$ cat src/design/uor_pkg.sv
// ----------------------------------------------------------------------------
// uor_pkg
// Shared types, constants and helper functions for the urgency-to-outstanding
// I/O ramp: segment edges, per-segment reciprocals and the budget split.
// ----------------------------------------------------------------------------
package uor_pkg;

    // Field widths and the top urgency level.
    localparam int LEVEL_W   = 7;
    localparam int BUDGET_W  = 16;
    localparam int LEVEL_MAX = 127;

    // Segment edges: the last level of each of the first three segments.
    localparam int EDGE1 = LEVEL_MAX / 8;
    localparam int EDGE2 = LEVEL_MAX / 4;
    localparam int EDGE3 = LEVEL_MAX / 2;

    // Segment lengths; the top segment is always the longest.
    localparam int LEN0 = EDGE1;
    localparam int LEN1 = EDGE2 - EDGE1;
    localparam int LEN2 = EDGE3 - EDGE2;
    localparam int LEN3 = LEVEL_MAX - EDGE3;

    // The ramp numerator is level offset times budget. Dividing it by a
    // segment length is a multiply by a rounded-up reciprocal and a shift.
    // With the shift at numerator width plus length width the quotient is
    // exact for every numerator. Budget times reciprocal is formed when the
    // ceiling is written, so an item only multiplies its offset by it.
    localparam int LEN_W     = $clog2(LEN3);
    localparam int PROD_W    = LEVEL_W + BUDGET_W;
    localparam int DIV_SHIFT = PROD_W + LEN_W;
    localparam int RECIP_W   = DIV_SHIFT + 1;
    localparam int SCALE_W   = BUDGET_W + RECIP_W;
    localparam int WIDE_W    = LEVEL_W + SCALE_W;
    localparam int QUOT_W    = WIDE_W - DIV_SHIFT;

    localparam logic [RECIP_W-1:0] RECIP0 =
        RECIP_W'(((64'd1 << DIV_SHIFT) + 64'(LEN0) - 64'd1) / 64'(LEN0));
    localparam logic [RECIP_W-1:0] RECIP1 =
        RECIP_W'(((64'd1 << DIV_SHIFT) + 64'(LEN1) - 64'd1) / 64'(LEN1));
    localparam logic [RECIP_W-1:0] RECIP2 =
        RECIP_W'(((64'd1 << DIV_SHIFT) + 64'(LEN2) - 64'd1) / 64'(LEN2));
    localparam logic [RECIP_W-1:0] RECIP3 =
        RECIP_W'(((64'd1 << DIV_SHIFT) + 64'(LEN3) - 64'd1) / 64'(LEN3));

    // Ceiling after reset.
    localparam logic [BUDGET_W-1:0] CEILING_RESET = 16'd512;

    typedef logic [LEVEL_W-1:0]  level_t;
    typedef logic [BUDGET_W-1:0] budget_t;
    typedef logic [SCALE_W-1:0]  scale_t;
    typedef logic [QUOT_W-1:0]   quot_t;

    typedef enum logic [1:0] {
        SEG_LOW,
        SEG_MID,
        SEG_HIGH,
        SEG_TOP
    } segment_t;

    // Ceiling, per-segment budgets, the sum of the budgets below each one,
    // and each budget times its segment's reciprocal.
    typedef struct packed {
        budget_t             ceiling;
        logic [3:0][BUDGET_W-1:0] budget;
        logic [3:0][BUDGET_W-1:0] base;
        logic [3:0][SCALE_W-1:0]  scale;
    } budget_set_t;

    // Offset origin of a segment: 0 for the low one, else the last level before it.
    function automatic level_t seg_start(input segment_t seg);
        level_t r;
        case (seg)
            SEG_LOW:  r = '0;
            SEG_MID:  r = LEVEL_W'(EDGE1);
            SEG_HIGH: r = LEVEL_W'(EDGE2);
            SEG_TOP:  r = LEVEL_W'(EDGE3);
            default:  r = '0;
        endcase
        return r;
    endfunction

    // Split a ceiling into four budgets of at least one each.
    function automatic budget_set_t calc_budgets(input budget_t c);
        budget_set_t    r;
        budget_t        q32;
        budget_t        q4;
        budget_t        b1;
        budget_t        b2;
        budget_t        b3;
        budget_t        b4;
        logic [BUDGET_W:0] s12;
        logic [BUDGET_W:0] s123;
        b1 = c >> 7;
        if (b1 == '0)
        begin
            b1 = budget_t'(1);
        end
        q32 = c >> 5;
        b2  = (q32 > b1) ? (q32 - b1) : budget_t'(1);
        s12 = {1'b0, b1} + {1'b0, b2};
        q4  = c >> 2;
        b3  = ({1'b0, q4} > s12) ? (q4 - s12[BUDGET_W-1:0]) : budget_t'(1);
        s123 = s12 + {1'b0, b3};
        b4  = ({1'b0, c} > s123) ? (c - s123[BUDGET_W-1:0]) : budget_t'(1);
        r.ceiling   = c;
        r.budget[0] = b1;
        r.budget[1] = b2;
        r.budget[2] = b3;
        r.budget[3] = b4;
        r.base[0]   = '0;
        r.base[1]   = b1;
        r.base[2]   = s12[BUDGET_W-1:0];
        r.base[3]   = s123[BUDGET_W-1:0];
        // The reciprocals are constants, so these are shift-and-add products.
        r.scale[0]  = SCALE_W'(b1) * SCALE_W'(RECIP0);
        r.scale[1]  = SCALE_W'(b2) * SCALE_W'(RECIP1);
        r.scale[2]  = SCALE_W'(b3) * SCALE_W'(RECIP2);
        r.scale[3]  = SCALE_W'(b4) * SCALE_W'(RECIP3);
        return r;
    endfunction

endpackage

$ cat src/design/uor_budget.sv
// ----------------------------------------------------------------------------
// uor_budget
// Ceiling register. Each write also stores the four budgets, their running
// bases and the scaled reciprocals so the datapath reads them from flops.
// ----------------------------------------------------------------------------
module uor_budget (
    input  logic                  clk,
    input  logic                  rst_n,
    input  logic                  cfg_wr_en,
    input  uor_pkg::budget_t      cfg_wr_data,
    output uor_pkg::budget_set_t  budgets
);
    import uor_pkg::*;

    budget_set_t budget_set_reg;
    budget_set_t budget_set_next;

    // Split the written ceiling into budgets.
    always_comb
    begin
        budget_set_next = budget_set_reg;
        if (cfg_wr_en)
        begin
            budget_set_next = calc_budgets(cfg_wr_data);
        end
    end

    always_ff @(posedge clk or negedge rst_n)
    begin
        if (!rst_n)
        begin
            budget_set_reg <= calc_budgets(CEILING_RESET);
        end
        else
        begin
            budget_set_reg <= budget_set_next;
        end
    end

    assign budgets = budget_set_reg;

endmodule

$ cat src/design/uor_scale.sv
// ----------------------------------------------------------------------------
// uor_scale
// Input register, segment selection and the level's offset into its segment.
// ----------------------------------------------------------------------------
module uor_scale (
    input  logic                  clk,
    input  logic                  in_load,
    input  uor_pkg::level_t       urgent_level,
    output uor_pkg::segment_t     seg,
    output uor_pkg::level_t       rel
);
    import uor_pkg::*;

    level_t   level_reg;
    level_t   level_next;

    // Capture the level of each accepted beat.
    always_comb
    begin
        level_next = in_load ? urgent_level : level_reg;
    end

    // Find the segment and the offset into it.
    always_comb
    begin
        if (level_reg <= LEVEL_W'(EDGE1))
        begin
            seg = SEG_LOW;
        end
        else if (level_reg <= LEVEL_W'(EDGE2))
        begin
            seg = SEG_MID;
        end
        else if (level_reg <= LEVEL_W'(EDGE3))
        begin
            seg = SEG_HIGH;
        end
        else
        begin
            seg = SEG_TOP;
        end
        rel = level_reg - seg_start(seg);
    end

    always_ff @(posedge clk)
    begin
        level_reg <= level_next;
    end

endmodule

$ cat src/design/uor_divide.sv
// ----------------------------------------------------------------------------
// uor_divide
// Scales the level offset by the segment's budget and divides by the segment
// length, through one multiply by the stored budget-times-reciprocal and a
// fixed shift.
// ----------------------------------------------------------------------------
module uor_divide (
    input  uor_pkg::segment_t     seg,
    input  uor_pkg::level_t       rel,
    input  uor_pkg::budget_set_t  budgets,
    output uor_pkg::quot_t        quot
);
    import uor_pkg::*;

    logic [WIDE_W-1:0] wide;

    // The reciprocal is rounded up, so the upper bits are the exact quotient.
    always_comb
    begin
        wide = WIDE_W'(rel) * WIDE_W'(budgets.scale[seg]);
        quot = wide[WIDE_W-1:DIV_SHIFT];
    end

endmodule

$ cat src/design/uor_finish.sv
// ----------------------------------------------------------------------------
// uor_finish
// Clamps the ramp to its budget, adds the lower budgets, clamps to the
// ceiling and holds the result in the output register.
// ----------------------------------------------------------------------------
module uor_finish (
    input  logic                  clk,
    input  logic                  out_load,
    input  uor_pkg::segment_t     seg,
    input  uor_pkg::quot_t        quot,
    input  uor_pkg::budget_set_t  budgets,
    output uor_pkg::budget_t      outstanding_limit
);
    import uor_pkg::*;

    budget_t           bud;
    budget_t           ramp;
    logic [BUDGET_W:0] total;
    budget_t           limit_reg;
    budget_t           limit_next;

    // Clamp to 1..budget, add the base, then clamp to 1..ceiling.
    always_comb
    begin
        bud = budgets.budget[seg];
        if (quot == '0)
        begin
            ramp = budget_t'(1);
        end
        else if (quot > QUOT_W'(bud))
        begin
            ramp = bud;
        end
        else
        begin
            ramp = quot[BUDGET_W-1:0];
        end
        total = {1'b0, ramp} + {1'b0, budgets.base[seg]};
        if (total > {1'b0, budgets.ceiling})
        begin
            limit_next = budgets.ceiling;
        end
        else
        begin
            limit_next = total[BUDGET_W-1:0];
        end
        if (limit_next == '0)
        begin
            limit_next = budget_t'(1);
        end
    end

    always_ff @(posedge clk)
    begin
        if (out_load)
        begin
            limit_reg <= limit_next;
        end
    end

    assign outstanding_limit = limit_reg;

endmodule

$ cat src/design/urgency_to_outstanding_io_ramp_core.sv
// ----------------------------------------------------------------------------
// urgency_to_outstanding_io_ramp_core
// Maps an urgency level to an allowed outstanding I/O count, ramping over
// four segments of the level range with budgets split from a ceiling.
// ----------------------------------------------------------------------------
//   Channel   Handshake                 Payload
//   item      item_valid / item_stall   urgent_level (7 bits)
//   result    result_valid/result_stall outstanding_limit (16 bits)
//   config    cfg_wr_en                 cfg_wr_data (16-bit ceiling)
//
// A beat waits in the input register while segment choice, one narrow
// multiply, a shift and the clamps run; the result register presents its
// limit. One beat is taken every cycle but while the input register holds,
// which it does only while the result register is full and stalled.
// Reset empties both registers and loads a ceiling of 512; no clearing pass.
// ----------------------------------------------------------------------------
module urgency_to_outstanding_io_ramp_core (
    input  logic              clk,
    input  logic              rst_n,
    input  logic              item_valid,
    output logic              item_stall,
    input  uor_pkg::level_t   urgent_level,
    output logic              result_valid,
    input  logic              result_stall,
    output uor_pkg::budget_t  outstanding_limit,
    input  logic              cfg_wr_en,
    input  uor_pkg::budget_t  cfg_wr_data
);
    import uor_pkg::*;

    budget_set_t budgets;
    segment_t    seg;
    level_t      rel;
    quot_t       quot;
    logic        in_load;
    logic        out_load;

    logic in_valid_reg;
    logic in_valid_next;
    logic out_valid_reg;
    logic out_valid_next;

    // A register may load when it is empty or the one after it loads.
    always_comb
    begin
        out_load = !out_valid_reg || !result_stall;
        in_load  = !in_valid_reg  || out_load;
    end

    // Valid bits move with their data.
    always_comb
    begin
        in_valid_next  = in_load  ? item_valid   : in_valid_reg;
        out_valid_next = out_load ? in_valid_reg : out_valid_reg;
    end

    always_ff @(posedge clk or negedge rst_n)
    begin
        if (!rst_n)
        begin
            in_valid_reg  <= 1'b0;
            out_valid_reg <= 1'b0;
        end
        else
        begin
            in_valid_reg  <= in_valid_next;
            out_valid_reg <= out_valid_next;
        end
    end

    assign item_stall   = !in_load;
    assign result_valid = out_valid_reg;

    // Ceiling register and budget split.
    uor_budget u_budget (
        .clk         (clk),
        .rst_n       (rst_n),
        .cfg_wr_en   (cfg_wr_en),
        .cfg_wr_data (cfg_wr_data),
        .budgets     (budgets)
    );

    // Input register and segment selection.
    uor_scale u_scale (
        .clk          (clk),
        .in_load      (in_load),
        .urgent_level (urgent_level),
        .seg          (seg),
        .rel          (rel)
    );

    // Scaling and division by the segment length.
    uor_divide u_divide (
        .seg     (seg),
        .rel     (rel),
        .budgets (budgets),
        .quot    (quot)
    );

    // Clamping and output register.
    uor_finish u_finish (
        .clk               (clk),
        .out_load          (out_load),
        .seg               (seg),
        .quot              (quot),
        .budgets           (budgets),
        .outstanding_limit (outstanding_limit)
    );

endmodule

$ cat config.mk
export PLATFORM = sky130hd
export DESIGN_NAME = urgency_to_outstanding_io_ramp_core
export DESIGN_NICKNAME = d
export VERILOG_FILES = /design/src/design/uor_pkg.sv /design/src/design/uor_budget.sv /design/src/design/uor_scale.sv /design/src/design/uor_divide.sv /design/src/design/uor_finish.sv /design/src/design/urgency_to_outstanding_io_ramp_core.sv
export SDC_FILE = /design/constraint.sdc
export NUM_CORES = 1
export LEC_CHECK = 0
export BUFFER_PORTS_ARGS = -buffer_cell sky130_fd_sc_hd__buf_2
export CAP_MARGIN = 20
export CORE_MARGIN = 2
export CORE_UTILIZATION = 29
export CTS_BUF_LIST = sky130_fd_sc_hd__clkbuf_16
export CTS_CLUSTER_SIZE = 40
export DETAILED_ROUTE_END_ITERATION = 8
export GPL_ROUTABILITY_DRIVEN = 1
export PLACE_DENSITY = 0.41
export SYNTH_ARGS = -nofsm -noshare
export SYNTH_HDL_FRONTEND = slang
export SYNTH_HIERARCHICAL = 1
export SYNTH_SLANG_ARGS = --single-unit
$ cat constraint.sdc
create_clock -name clk -period 12.1 [get_ports clk]
set_input_delay 1.21 -clock clk [delete_from_list [all_inputs] [get_ports clk]]
set_output_delay 1.21 -clock clk [all_outputs]
set_load 0.01 [all_outputs]
**Word-level counts from Yosys, hierarchy flattened**

Index checks and enable logic that the tools add are counted.

- $add $sub $neg: 7
- Multiply operators: 2
- Order comparisons: 9
- Equal/unequal tests: 3
- Muxes and demuxes: 18
- Reductions and logical operators: 10

Operator list:

| kind | count |
|---|---|
| 16-bit 2-to-1 mux | 9 |
| 46-bit binary-select mux with 2-bit select | 1 |
| 16-bit binary-select mux with 2-bit select | 2 |
| 7-bit by 46-bit multiplier with 53-bit output | 1 |
| 46-bit 2-to-1 mux | 1 |
| 16-bit by 26-bit multiplier with 42-bit output, second input constant | 1 |
| 16-bit by 16-bit adder with 17-bit output | 2 |
| 16-bit logical NOT | 2 |
| 7-bit case mux with 4 select lines | 1 |
| 24-bit by 16-bit greater-than comparator with 1-bit output | 1 |
| 24-bit logical NOT | 1 |
| 17-bit by 16-bit adder with 17-bit output | 1 |
| 14-bit by 17-bit greater-than comparator with 1-bit output | 1 |
| 16-bit by 17-bit greater-than comparator with 1-bit output | 1 |
| 17-bit by 16-bit greater-than comparator with 1-bit output | 1 |
| 11-bit by 16-bit greater-than comparator with 1-bit output | 1 |
| 11-bit by 16-bit subtractor with 16-bit output | 1 |
| 14-bit by 16-bit subtractor with 16-bit output | 1 |
| 16-bit subtractor | 1 |
| 9-bit 2-to-1 mux | 1 |
| 7-bit by 4-bit <= comparator with 1-bit output, second input constant | 1 |
| 7-bit by 5-bit <= comparator with 1-bit output, second input constant | 1 |
| 7-bit by 6-bit <= comparator with 1-bit output, second input constant | 1 |
| 7-bit subtractor | 1 |
| 8 further kinds | 14 |

- Register bits after elaboration: 179
- Bits of input ports: 28
- Output and inout bits: 18
- Word-level logic and storage cells: 61

**Longest topological paths before layout**

- Word-level depth: 15
- Depth in mapped cells: 55
- Gate-level depth less buffers: 53

**Modules after synthesis**

The synthesis kept the hierarchy.

By module, submodules not included:

| module | times used | cells an instance | area an instance (um^2) |
|---|---|---|---|
| uor_budget | 1 | 1,218 | 11,449.7 |
| uor_divide | 1 | 1,133 | 10,506.3 |
| uor_finish | 1 | 366 | 3,389.5 |
| uor_scale | 1 | 53 | 533.0 |
| urgency_to_outstanding_io_ramp_core | 1 | 7 | 82.6 |

**Worst setup path after synthesis**

No wires, ideal clock.

- Kind: register -> register
- Start: reg u_scale.level_reg[6]
- End: reg u_finish.limit_reg[0] (netlist: u_finish/outstanding_limit[0]) (data pin)
- Library setup time: 0.268 ns
- Arrival: 11.648 ns
- Data required time: 11.832 ns
- Slack: 0.184 ns
- Stages on the path, launching flop included: 54
- Clock period less this slack: 11.916 ns
- Cell sequence: edfxtp_1 -> nor2_1 -> nand2_1 -> ha_1 -> fa_1 -> nand2b_1 -> a2111oi_0 -> a211oi_1 -> buf_1 -> clkbuf_1 -> and2_1 -> fa_1 -> fa_1 -> fa_1 -> inv_1 -> fa_1 -> inv_1 -> ha_1 -> [... 18 more ...] -> fa_1 -> a21oi_1 -> o2111ai_2 -> a21oi_1 -> o21a_1 -> o21ai_0 -> xnor2_1 -> inv_1 -> ha_1 -> nand3_1 -> or2_2 -> nor4_1 -> nor2_1 -> o31ai_1 -> nand3_1 -> buf_4 -> a211oi_1 -> a221oi_2

- Longest elaborated chain between the ends: 15
- Elaborated cells on any way between the ends: 27
- Those cells by class: 2 x add/sub; 1 x mul; 5 x order compare; 3 x eq/ne; 13 x mux; 3 x reduce/logical

RTL lines:

| element | RTL line | text |
|---|---|---|
| start: declaration | uor_scale.sv:14 | `level_t level_reg;` |
| start signal: assignment | uor_scale.sv:47 | `level_reg <= level_next;` |
| 7-bit by 6-bit <= comparator with 1-bit output | uor_scale.sv:34 | `else if (level_reg <= LEVEL_W'(EDGE3))` |
| 1-bit 2-to-1 mux | uor_scale.sv:34 |  |
| 2-bit 2-to-1 mux | uor_scale.sv:30 | `else if (level_reg <= LEVEL_W'(EDGE2))` |
| 2-bit 2-to-1 mux | uor_scale.sv:26 | `if (level_reg <= LEVEL_W'(EDGE1))` |
| 2-bit == test (tied with other cells) | uor_pkg.sv:73 | `case (seg)` |
| 7-bit case mux with 4 select lines | uor_pkg.sv:73 |  |
| 7-bit subtractor * | uor_scale.sv:42 | `rel = level_reg - seg_start(seg);` |
| named net rel[6] | urgency_to_outstanding_io_ramp_core.sv:33 | `level_t rel;` |
| 7-bit by 46-bit multiplier with 53-bit output * | uor_divide.sv:20 | `wide = WIDE_W'(rel) * WIDE_W'(budgets.scale[seg]);` |
| named net quot[13] | urgency_to_outstanding_io_ramp_core.sv:34 | `quot_t quot;` |
| 24-bit by 16-bit greater-than comparator with 1-bit output | uor_finish.sv:30 | `else if (quot > QUOT_W'(bud))` |
| 16-bit 2-to-1 mux | uor_finish.sv:30 |  |
| 16-bit 2-to-1 mux * | uor_finish.sv:26 | `if (quot == '0)` |
| 16-bit by 16-bit adder with 17-bit output * | uor_finish.sv:38 | `total = {1'b0, ramp} + {1'b0, budgets.base[seg]};` |
| 17-bit by 16-bit greater-than comparator with 1-bit output | uor_finish.sv:39 | `if (total > {1'b0, budgets.ceiling})` |
| 16-bit 2-to-1 mux * | uor_finish.sv:39 |  |
| 16-bit logical NOT | uor_finish.sv:47 | `if (limit_next == '0)` |
| end signal: assignment | uor_finish.sv:57 | `limit_reg <= limit_next;` |
| end: declaration | uor_finish.sv:19 | `budget_t limit_reg;` |

Mark *: on every way through the listed nets, which the timed path passes. The rest lies on a longest branch. The select of a mux whose other input is x is not followed.
A chain may end at the register's enable or synchronous reset.

**Worst setup path in the final report**

Same ends and word-level chain as after synthesis.

==> flow_metrics.env <==
export IMPL_worst_path_largest_cell_delay_ps=540
export IMPL_slew_viol_final=0
export IMPL_dieWidth_um=303
export IMPL_largest_reg_flops=139
export IMPL_area_growth_pct=12.0
export IMPL_grt_pass1_wl_um=122000
export IMPL_start_kind="flop"
export IMPL_remaining_drc_errors=0
export IMPL_grt_pass1_vias=20700
export IMPL_avgRoutedWirePerCell_um=19.4
export IMPL_antenna_left=0
export IMPL_drt_pass1_iterations=5
export IMPL_portBuffers=45
export IMPL_ios=46
export IMPL_synthFlopType="dfrtp_1"
export IMPL_cts_root_buf="clkbuf_16"
export IMPL_max_slew_worst_pin_slew_ps=911
export IMPL_initial_core_util_pct=29.3
export IMPL_final_common_cell="inv_1"
export IMPL_clk_latency_ps=490
export IMPL_drive_gt1_share_pct=19.9
export IMPL_tritoncts="built"
export IMPL_gp_congestion=0.902
export IMPL_antenna_found_initial=3
export IMPL_setup_viol=0
export IMPL_cts_buffers=17
export IMPL_crit_required_ps=12410
export IMPL_dr_first_iter_drc_count=1064
export IMPL_cap_violations=0
export IMPL_final_hold_viol_count=0
export IMPL_hold_path_class="flop to flop"
export IMPL_crit_slowest_cell="fa_1"
export IMPL_postCtsHoldBufs=0
export IMPL_clock_path_buffers=2
export IMPL_synth_edf_count=23
export IMPL_worstPathArrival_ps=12000
export IMPL_core_area_mm2=0.0885
export IMPL_yosysUniqueCellTypes=96
export IMPL_regArea_mm2=0.00424
export IMPL_crit_type="flop to flop"
export IMPL_grt_total_usage_pct=17.4
export IMPL_synth_warnings=6
export IMPL_fin_nets=3379
export IMPL_multi_input_area_mm2=0.0196
export IMPL_cts_sinks=164
export IMPL_status="finished clean"
export IMPL_vias=19800
export IMPL_clock_skew_ps=13.4
export IMPL_netlist_instances=2777
export IMPL_ys_ff_latch=164
export IMPL_htree_num_levels=4
export IMPL_grt_overflow=0
export IMPL_viasPerCell=4.88
export IMPL_async_reset_ff_share_pct=86.0
export IMPL_clkTransAtPathRegs_ps=70
export IMPL_synthesis_area_mm2=0.0260
export IMPL_fill_cells=9177
export IMPL_drt_wl_total_um=78500
export IMPL_hpwlAfterDp_um=62900
export IMPL_post_route_period_util_pct=96.6
export IMPL_die_h_um=303
export IMPL_die_area_mm2=0.0919
export IMPL_end_kind="flop"
export IMPL_cpMostUsedCell="buf_4"
export IMPL_setup_tns_ps=0
export IMPL_grt_max_degree=82
export IMPL_rows=109
export IMPL_period_minus_slack_ps=11690
export IMPL_max_freq_mhz=85.6
export IMPL_layout_common_cells="inv_1 (353), and2_1 (254), ha_1 (230), fa_1 (226), buf_4 (172)"
export IMPL_cp_max_fo=24
export IMPL_relSlewSlack_pct=39.3
export IMPL_postSynthAreaPerCell_um2=9.35
export IMPL_post_route_util_pct=32.8
export IMPL_yosysSeqAreaShare_pct=16.3
repair_timing:
action | CTS | global route
setup endpoints to repair | 16 | 32
pin swaps | 1 | 56
resized for setup | 10 | 97
gates cloned | 0 | 3
setup buffers | 0 | 14
path summary, 6_finish.rpt:
path                                       from                             to  slack [ps]  depth (start not counted)
setup / recovery           u_scale/level_reg[6]  u_finish/outstanding_limit[0]         410                         51
hold / removal             u_budget/budgets[23]           u_budget/budgets[23]         480                          2
setup reg to reg           u_scale/level_reg[6]  u_finish/outstanding_limit[0]         410                         51
hold reg to reg            u_budget/budgets[23]           u_budget/budgets[23]         480                          2
max in group asynchronous                 rst_n          u_budget/budgets[275]        9910                          2
min in group asynchronous                 rst_n          u_budget/budgets[221]         770                          1
logic make-up after synthesis:
logic type	count (synthesis)	share of synthesized area, %
and+or+nand+nor	735	14.9
buffers and inverters	643	12.2
AOI/OAI and AO/OA	497	13.0
adders and majority gates	481	29.9
DFF	164	16.3
muxes	157	10.2
xor gates and xnor gates	99	3.43
other	1	0.0144
worst max-delay path: cells and delay by family (launching register included):
| kind | cells | cell delay [ps] |
|---|---|---|
| adders and majority gates | 10 | 3860 |
| and+or+nand+nor | 18 | 3490 |
| AOI/OAI and AO/OA | 12 | 1970 |
| buffers and inverters | 9 | 1280 |
| xor gates and xnor gates | 2 | 460 |
| DFF | 1 | 420 |
routing by layer:
metal / vias up / global-route usage [%] / routed length (um)
met2: 350 / 27.6 / 35500
met3: 75 / 1.93 / 2530
li1: 9347 / - / -
met1: 10000 / 25.2 / 39200
met5: - / 0 / 12
met4: 2 / 3.86 / 1320
area by class of cell:
type / instances / share of cell area (%)
well taps: 1165 / 5.01
diodes: 1 / 0.00861
multi-input cells: 2100 / 67.3
flip-flops and latches: 164 / 14.6
inverters: 356 / 4.60
clock buffers: 18 / 1.55
repair buffers: 234 / 6.43
clock inverters: 14 / 0.512
Yosys cell counts, types with 67 or more instances:
cell      instances  area (um2)
a21oi_1         133         666
and2_1          254        1590
buf_4           190        1430
clkbuf_1         73         274
dfrtp_1         122        3050
fa_1            232        4640
ha_1            246        3080
inv_1           354        1330
mux2_2           75         845
mux4_2           79        1780
nand2_1         168         631
nor2_1          101         379
o21ai_0         112         561
xnor2_1          67         587
per-stage QoR:
| stage | worst slack [ps] | cells | hold slack [ps] | instance area, um2 |
|---|---|---|---|---|
| 2_1_floorplan | 184 | 2907 | 446 | 26400 |
| 5_1_grt | -113 | 4051 | 501 | 29100 |
| 3_3_place_gp | 76.2 | 4001 | 461 | 27800 |
| 3_5_place_dp | -168 | 4002 | 466 | 27800 |
| 4_1_cts | 34.9 | 4034 | 480 | 28500 |
| 6_report | 412 | 4052 | 477 | 29100 |
Power is not shown: default switching activity piles up to over one toggle a cycle in this logic, so the estimate is an artifact.
